$ cat src/rtl/rau_div.sv
// Iterative restoring divider, one quotient bit per cycle.
module rau_div #(
  parameter int DW = 64
) (
  input  logic          clk_i,
  input  logic          rst_ni,
  input  logic          start_i,
  input  logic [DW-1:0] dividend_i,
  input  logic [DW-1:0] divisor_i,
  output logic          done_o,
  output logic [DW-1:0] quotient_o,
  output logic [DW-1:0] remainder_o
);

  localparam int CW = (DW > 1) ? $clog2(DW) : 1;

  logic          busy_q, done_q;
  logic [CW-1:0] cnt_q;
  logic [DW-1:0] rem_q, quo_q, dvs_q;
  logic [DW:0]   shifted, diff;
  logic          ge;

  assign shifted = {rem_q, quo_q[DW-1]};
  assign diff    = shifted - {1'b0, dvs_q};
  assign ge      = ~diff[DW];

  always_ff @(posedge clk_i or negedge rst_ni) begin
    if (!rst_ni) begin
      busy_q <= 1'b0;
      done_q <= 1'b0;
      cnt_q  <= '0;
    end else begin
      done_q <= 1'b0;
      if (start_i && !busy_q) begin
        busy_q <= 1'b1;
        cnt_q  <= '0;
      end else if (busy_q) begin
        if (cnt_q == CW'(DW - 1)) begin
          busy_q <= 1'b0;
          done_q <= 1'b1;
        end
        cnt_q <= cnt_q + 1'b1;
      end
    end
  end

  always_ff @(posedge clk_i) begin
    if (start_i && !busy_q) begin
      rem_q <= '0;
      quo_q <= dividend_i;
      dvs_q <= divisor_i;
    end else if (busy_q) begin
      rem_q <= ge ? diff[DW-1:0] : shifted[DW-1:0];
      quo_q <= {quo_q[DW-2:0], ge};
    end
  end

  assign done_o      = done_q;
  assign quotient_o  = quo_q;
  assign remainder_o = rem_q;

endmodule
$ cat config.mk
export PLATFORM = sky130hd
export DESIGN_NAME = rau_div
export DESIGN_NICKNAME = d
export VERILOG_FILES = /design/src/rtl/rau_div.sv
export SDC_FILE = /design/constraint.sdc
export NUM_CORES = 1
export LEC_CHECK = 0
export ABC_AREA = 1
export BUFFER_PORTS_ARGS = -buffer_cell sky130_fd_sc_hd__buf_2
export CAP_MARGIN = 40
export CORE_MARGIN = 3
export CORE_UTILIZATION = 38
export DETAILED_ROUTE_END_ITERATION = 8
export HOLD_SLACK_MARGIN = 0.08
export PLACE_DENSITY = 0.63
export SYNTH_ARGS = -nofsm -noshare
export SYNTH_HDL_FRONTEND = slang
export SYNTH_SLANG_ARGS = --single-unit
$ cat constraint.sdc
create_clock -name clk_i -period 7.6 [get_ports clk_i]
set_input_delay 1.52 -clock clk_i [delete_from_list [all_inputs] [get_ports clk_i]]
set_output_delay 1.52 -clock clk_i [all_outputs]
set_load 0.01 [all_outputs]
After elaboration in Yosys (flattened, before gate mapping)
Cells that the tools add are included.
{"block": "op_classes", "addsub": 2, "eq_ne": 1, "muxes": 11, "bitwise": 1, "reduce_logical": 3}
{"operator": "$mux W64", "n": 3}
{"operator": "$sub A65 B64 Y65", "n": 1}
{"operator": "$mux W6", "n": 2}
{"operator": "$add A6 B1 Y6 const B", "n": 1}
{"operator": "$eq A6 B6 Y1 const B", "n": 1}
{"operator": "$mux W1", "n": 6}
{"operator": "$reduce_bool A2 Y1", "n": 1}
{"operator": "$logic_and A1 B1 Y1", "n": 1}
{"operator": "$logic_not A1 Y1", "n": 1}
{"operator": "$not A1 Y1", "n": 1}
{"block": "totals", "regBits": 200, "input_bits": 131, "out_inout_bits": 129, "elab_cells": 24}

Longest topological paths before layout
Gate-level depths: netlist of the first run.
{"block": "logic_depth", "depth_word": 4, "depth_mapped": 21, "mapped_depth_nobuf": 20}

Least setup slack after synthesis of the first run
OpenSTA, ideal clock, no wires.
{"block": "synth_timing", "path_type": "input -> register", "start": "in start_i", "end": "reg dvs_q[0], enable pin", "setup_ns": 0.453, "arrival_time_ns": 3.661, "t_required_ns": 7.147, "setup_slack_ns": 3.486, "path_stages": 3, "n_path_buf": 1, "cell_sequence": "inv_1 -> nor2_1 -> clkbuf_1"}
{"block": "synth_via", "elab_chain_cells": 1}
{"element": "start, declared", "line_no": "7", "text": "input logic start_i,"}
{"element": "$logic_and A1 B1 Y1", "line_no": "48", "text": "if (start_i && !busy_q) begin"}
{"element": "end signal, assigned", "line_no": "51", "text": "dvs_q <= divisor_i;"}
{"element": "end, declared", "line_no": "19", "text": "logic [DW-1:0] rem_q, quo_q, dvs_q;"}
Every way passes these cells.
A chain may end at the register's enable or synchronous reset.

Worst setup path in the final report of the first run
{"block": "layout_timing", "start": "reg quo_q[63] (netlist: quotient_o[63])", "end": "reg rem_q[62] (netlist: remainder_o[62])"}
{"block": "layout_via", "elab_chain_cells": 2}
{"element": "start, declared", "line_no": "19"}
{"element": "start signal, assigned", "line_no": "50", "text": "quo_q <= dividend_i;"}
{"element": "start signal, assigned", "line_no": "54", "text": "quo_q <= {quo_q[DW-2:0], ge};"}
{"element": "$sub A65 B64 Y65", "line_no": "24", "text": "assign diff = shifted - {1'b0, dvs_q};"}
{"element": "$mux W64", "line_no": "53", "text": "rem_q <= ge ? diff[DW-1:0] : shifted[DW-1:0];"}
{"element": "end signal, assigned", "line_no": "53"}
{"element": "end, declared", "line_no": "19"}
Every way passes these cells.

==> results of run 1 <==
## worst max-delay path, stage by stage, from the launching register on
cell and delay [ns]:
edfxtp_1 0.36, inv_1 0.07, ha_1 0.22, fa_1 0.41
inv_1 0.13, nand2_1 0.06, nand2_1 0.07, nand3_1 0.09
nand2_2 0.16, nand2_2 0.06, nand2_2 0.12, nand2_2 0.08
nand2_4 0.09, nand2_4 0.06, nand3_4 0.31, buf_4 0.70
nand3_1 0.15, nand2_1 0.11, nand2_1 0.05, nand2_1 0.08
## layout make-up
class                      count  area (sq um)  share of cell area [%]
tap                          511           639                    3.73
clock buffer                  19           453                    2.64
multi-input combinational   1555          7440                    43.4
clock inverter                13           148                   0.862
inverter                     473          1780                    10.4
timing repair buffer         267          1360                    7.91
sequential                   200          5330                    31.1
## final timing paths
check	startpoint	endpoint	depth (start not counted)	slack [ns]
setup / recovery	quotient_o[63]	remainder_o[62]	19	4.08
hold / removal	remainder_o[6]	remainder_o[6]	2	0.48
setup reg to reg	quotient_o[63]	remainder_o[62]	19	4.08
hold reg to reg	remainder_o[6]	remainder_o[6]	2	0.48
max in group asynchronous	rst_ni	busy_q	1	6.55
min in group asynchronous	rst_ni	cnt_q[5]	1	0.87
## through the flow
stage | area, sq um | util (%) | setup WS (ns)
after floorplan | 14900 | - | 3.49
after global placement | 16500 | 43.4 | 4.00
after detailed placement | 16500 | 43.4 | 3.95
after CTS | 17100 | 45.0 | 4.03
after global routing | 17100 | 45.0 | 3.76
final | 17100 | 45.0 | 4.08
## cell families (layout without fill, tap and decap cells)
kind of cell,after synthesis,in the layout,synth area share (%)
DFF,200,200,35.8
AOI/OAI and AO/OA,53,53,1.84
buffers and inverters,522,772,14.3
adders and majority gates,66,66,5.60
and+or+nand+nor,1405,1405,40.6
xor gates and xnor gates,31,31,1.83
## power by group
part / leakage [nW] / total [mW] / internal (mW) / switching (mW)
logic: 7.87 / 4.51 / 1.54 / 2.97
registers: 1.91 / 1.96 / 1.64 / 0.322
clock network: 0.291 / 0.946 / 0.459 / 0.487
## sequential cells by signal, indices dropped and copies added (netlist names)
name / cells
cnt_q: 6
done_o: 1
dvs_q: 64
quotient_o: 64
busy_q: 1
remainder_o: 64
## cell usage in the layout, fill, tap and decap left out, types with 2 or more instances in the layout
cell / Yosys / final
and2_1: 2 / 2
xnor2_1: 2 / 2
nand2_4: 4 / 4
nand2_2: 18 / 18
nand3b_2: 47 / 47
a21oi_1: 43 / 43
clkbuf_16: 0 / 17
nor2_2: 4 / 4
nor2_4: 4 / 6
inv_6: 0 / 6
nor2_1: 108 / 106
dfxtp_1: 64 / 64
buf_2: 10 / 259
nand2_1: 1051 / 1051
dfrtp_1: 8 / 7
inv_1: 463 / 462
xor2_1: 29 / 29
nand4_1: 16 / 16
buf_4: 4 / 8
nor4_1: 2 / 2
clkbuf_8: 0 / 2
clkinv_8: 0 / 4
nor3_1: 11 / 11
o21ai_0: 7 / 7
nand3b_1: 3 / 3
and3_1: 2 / 2
edfxtp_1: 128 / 128
nand3_1: 126 / 126
nand3_2: 3 / 3
inv_2: 9 / 10
ha_1: 65 / 65
inv_8: 0 / 2
## per-layer routing
metal / global-route usage, % / part of all wire, % / vias up
met1: 32.0 / 46 / 6403
met5: 0 / 0 / -
met2: 38.1 / 45 / 434
li1: - / - / 7324
met4: 6.81 / 2.2 / 0
met3: 5.32 / 7.1 / 46
==> results.json, run 1 <==
{
  "outcome": "completed",
  "min_path_type": "register to register",
  "cp.arrival_ns": 3.93,
  "drc_errors": 0,
  "setup_viol": 0,
  "grt_max_degree": 71,
  "rows": 71,
  "synth_nets": 2474,
  "routabilityCongestion": 1.02,
  "fp.dieArea_sq_um": 41600,
  "initial_utilization_pct": 39.0,
  "synth.top_cell.area_share_pct": 26.5,
  "p_leak_nw": 10.1,
  "die_y_microns": 204,
  "layout-drive-gt1-share_pct": 15.7,
  "whs_ns": 0.484,
  "place_inst": 3006,
  "io_pins": 260,
  "routedWlPerCell_microns": 16.0,
  "ctsLongestPathBuffers": 2,
  "cts.sinks": 200,
  "routed-via-count": 14207,
  "final_nets": 2711,
  "critPathLaunchType": "register",
  "finalNonFillerCells": 3038,
  "cts_tree": "yes",
  "synthTopCellsByCount": "nand2_1 (1051), inv_1 (463), edfxtp_1 (128)",
  "synthArstFlopShare_pct": 4.00,
  "max_freq_mhz": 284,
  "globalRouteOverflowTotal": 0,
  "gr-usage-all-layers_pct": 23.7,
  "tightest_slew_ns": 0.916,
  "synth_flop_cell": "edfxtp_1",
  "ant_nets": 0,
  "die_w_microns": 204,
  "drv_cap": 0,
  "dr.pass1.iters": 8,
  "core_area_sq_um": 38100,
  "critPathRequiredTime_ns": 8.01,
  "peakVddDrop_v": 0.000255,
  "clkSlewWorstSetupHoldPaths_ns": 0.08,
  "finalHoldViolations": 0,
  "netlist_area_sq_um": 14900,
  "post-synth-top-count-cell": "nand2_1",
  "synthCells": 2277,
  "cp_max_fo": 47,
  "vias_per_cell": 4.68,
  "tns_ns": 0,
  "pwr_density_cell_nw_per_um2": 433,
  "drt_iter0_markers": 905,
  "htree_num_levels": 4,
  "holdBufCountCts": 0,
  "clock_skew_ns": 0.0249,
  "io_buffers": 259,
  "clock_latency_ns": 0.48,
  "synth_top_cell_by_area": "nand2_1",
  "postCtsSetupBuffers": 0,
  "slew_viol_final": 0,
  "synth_area_leaders": "nand2_1 (27%), edfxtp_1 (26%), inv_1 (12%)",
  "nFillCells": 4114,
  "dp_hpwl_mm": 38.7,
  "synth-seq-cells": 200,
  "fin_crit_ns": 3.52,
  "grt_pass1_vias": 13729,
  "numCtsBuffers": 17,
  "synth_cell_types": 41,
  "synth_enable_flop_cells": 128,
  "yosysWarningCount": 0,
  "relSlewSlack_pct": 39.0,
  "grt_pass1_wl_mm": 76.1,
  "post-route-period-util_pct": 46.4,
  "root_buffer": "clkbuf_16",
  "n_antenna_cell": 0,
  "area_delta_synth_final_pct": 15.2,
  "critical_path_class": "register to register",
  "avgSynthCellArea_sq_um": 6.53,
  "antenna_found_initial": 0,
  "wirelength_mm": 48.5,
  "end_kind": "register",
  "total_power_mw": 7.42,
  "rsz0062_at_grt": "false",
  "yosysSeqAreaShare_pct": 35.8,
  "post_cts_resized": 0
}
Power figures use the tool's default switching activity.
==> run 2: changes to the inputs <==
Clock period 7.6 ns to 3.4 ns, I/O delays scaled along.
==> run 2 against run 1 <==
Power rose by 130%. Setup slack got worse by 3.7 ns. Cell count rose by 0.26%. Clock power up 120%. Sequential power is 120% higher. Die area stayed put. Global-route usage rose by 0.098 points. Core utilization up 0.30 points. Sequential share of layout area fell by 0.21 points. Critical path depth stayed put.
==> results.json, run 2 (synthesis results as in run 1) <==
{
  "clkSlewWorstSetupHoldPaths_ns": 0.10,
  "clock_latency_ns": 0.48,
  "drt_iter0_markers": 886,
  "peakVddDrop_v": 0.000544,
  "wirelength_mm": 48.9,
  "core_area_sq_um": 38100,
  "path_depth": 19,
  "holdPathStages": 1,
  "die_w_microns": 204,
  "post_cts_resized": 0,
  "critical_path_class": "register to register",
  "globalRouteOverflowTotal": 0,
  "cts_tree": "yes",
  "relSlewSlack_pct": 45.8,
  "holdBufCountCts": 1,
  "ant_nets": 0,
  "slew_viol_final": 0,
  "layout-drive-gt1-share_pct": 15.8,
  "antenna_found_initial": 3,
  "initial_utilization_pct": 39.0,
  "critPathTopFamily": "simple AND/OR/NAND/NOR gates",
  "path_buf_inv": 3,
  "tns_ns": 0,
  "fin_crit_ns": 3.02,
  "drv_cap": 0,
  "clockPowerShare_pct": 12.5,
  "grt_pass1_wl_mm": 76.7,
  "mostFrequentLayoutCells": "nand2_1 (1051), inv_1 (462), buf_2 (259), edfxtp_1 (128), nand3_1 (126)",
  "fp.dieArea_sq_um": 41600,
  "routed-via-count": 14426,
  "rr_worst_depth": 19,
  "cp_common_cell": "nand2_1",
  "pwr_density_cell_nw_per_um2": 975,
  "cp_max_fo": 30,
  "rows": 71,
  "outcome": "completed",
  "final_nets": 2719,
  "final_common_cell": "nand2_1",
  "crit_chain": "inv_1 -> ha_1 -> fa_1 -> inv_1 -> nand2_1 -> nand2_1 -> nand3_1 -> nand2_2 -> nand2_2 -> nand2_2 -> nand2_2 -> nand2_4 -> nand2_4 -> nand3_4 -> buf_4 -> nand3_1 -> nand2_1 -> nand2_1 -> nand2_1",
  "setup_viol": 0,
  "rsz0062_at_grt": "false",
  "max_freq_mhz": 331,
  "dp_hpwl_mm": 39.1,
  "post-route-period-util_pct": 88.9,
  "cts.sinks": 200,
  "numCtsBuffers": 17,
  "io_pins": 260,
  "clock_skew_ns": 0.0253,
  "cp_slowest_cell": "buf_4",
  "cp.arrival_ns": 3.43,
  "critPathLaunchType": "register",
  "slowest_delay_ns": 0.42,
  "p_sw_mw": 8.57,
  "n_antenna_cell": 0,
  "routabilityCongestion": 0.958,
  "htree_num_levels": 4,
  "grt_pass1_vias": 14110,
  "min_path_type": "input port to register",
  "gr-usage-all-layers_pct": 23.8,
  "tightest_slew_ns": 0.812,
  "critPathRequiredTime_ns": 3.80,
  "power_frac_seq_pct": 26.1,
  "whs_ns": 0.368,
  "die_y_microns": 204,
  "intPower_mw": 8.25,
  "vias_per_cell": 4.74,
  "dr.pass1.iters": 6,
  "end_kind": "register",
  "io_buffers": 259,
  "switching_share_pct": 51.0,
  "root_buffer": "clkbuf_16",
  "pwr-share-comb_pct": 61.4,
  "postCtsSetupBuffers": 0,
  "finalHoldViolations": 0,
  "ctsLongestPathBuffers": 2,
  "p_leak_nw": 10.1,
  "area_delta_synth_final_pct": 16.0,
  "drc_errors": 0,
  "routedWlPerCell_microns": 16.1,
  "grt_max_degree": 129
}
## run 2: cell count changes in the layout (fill, tap and decap cells not counted), sizes merged
| cell | change |
|---|---|
| dlygate4sd3 | +1 |
| inv | -3 |
| buf | +7 |
| clkinv | +1 |
| clkinvlp | +2 |
| clkbuf | -1 |
| bufinv | +1 |
## run 2: path summary, 6_finish.rpt
path | from | to | slack [ns]
worst max-delay path | quotient_o[63] | remainder_o[55] | 0.38
worst min-delay path | divisor_i[54] | dvs_q[54] | 0.37
worst max register to register | quotient_o[63] | remainder_o[55] | 0.38
worst min register to register | remainder_o[13] | remainder_o[13] | 0.49
max in group asynchronous | rst_ni | busy_q | 2.54
min in group asynchronous | rst_ni | cnt_q[2] | 0.66
## run 2: power by group through the flow
stage	clock network [mW]	registers [mW]	logic, mW
3_3_place_gp	0	4.42	10.1
2_1_floorplan	0	4.65	6.85
3_5_place_dp	0	4.42	10.3
4_1_cts	2.17	4.40	10.3
5_1_grt	2.25	4.53	11.7
6_report	2.10	4.39	10.3
## run 2: through the flow
step / utilization [%] / area, sq um / std cells / setup WS, ns / power [mW]
after global routing: 45.3 / 17300 / 3046 / 0.162 / 18.5
after global placement: 43.6 / 16600 / 3012 / 0.456 / 14.6
after CTS: 45.3 / 17300 / 3046 / 0.363 / 16.9
after detailed placement: 43.7 / 16600 / 3013 / 0.373 / 14.7
after floorplan: - / 14900 / 2277 / 0.126 / 11.5
final: 45.3 / 17300 / 3046 / 0.377 / 16.8
## run 2: final cells by class
| type | instances | area, sq um |
|---|---|---|
| Fill cell | 4069 | 20900 |
| Clock buffer | 18 | 429 |
| Sequential cell | 200 | 5330 |
| Inverter | 473 | 1780 |
| Timing Repair Buffer | 275 | 1480 |
| Clock inverter | 14 | 165 |
| Tap cell | 511 | 639 |
| Multi-Input combinational cell | 1555 | 7440 |
## run 2: worst reg2reg max path: cells and delay by family, from the launching register on
family	cells	cell delay, ns
buffers and inverters	3	0.62
and+or+nand+nor	14	1.36
adders and majority gates	2	0.63
DFF	1	0.35
## run 2: per-layer routing
layer,vias to the layer above,wire length (microns),track usage [%]
met5,-,38,0
met4,6,893,5.97
met3,44,3330,4.98
met2,448,22400,39.1
met1,6585,22300,32.0
li1,7343,-,-
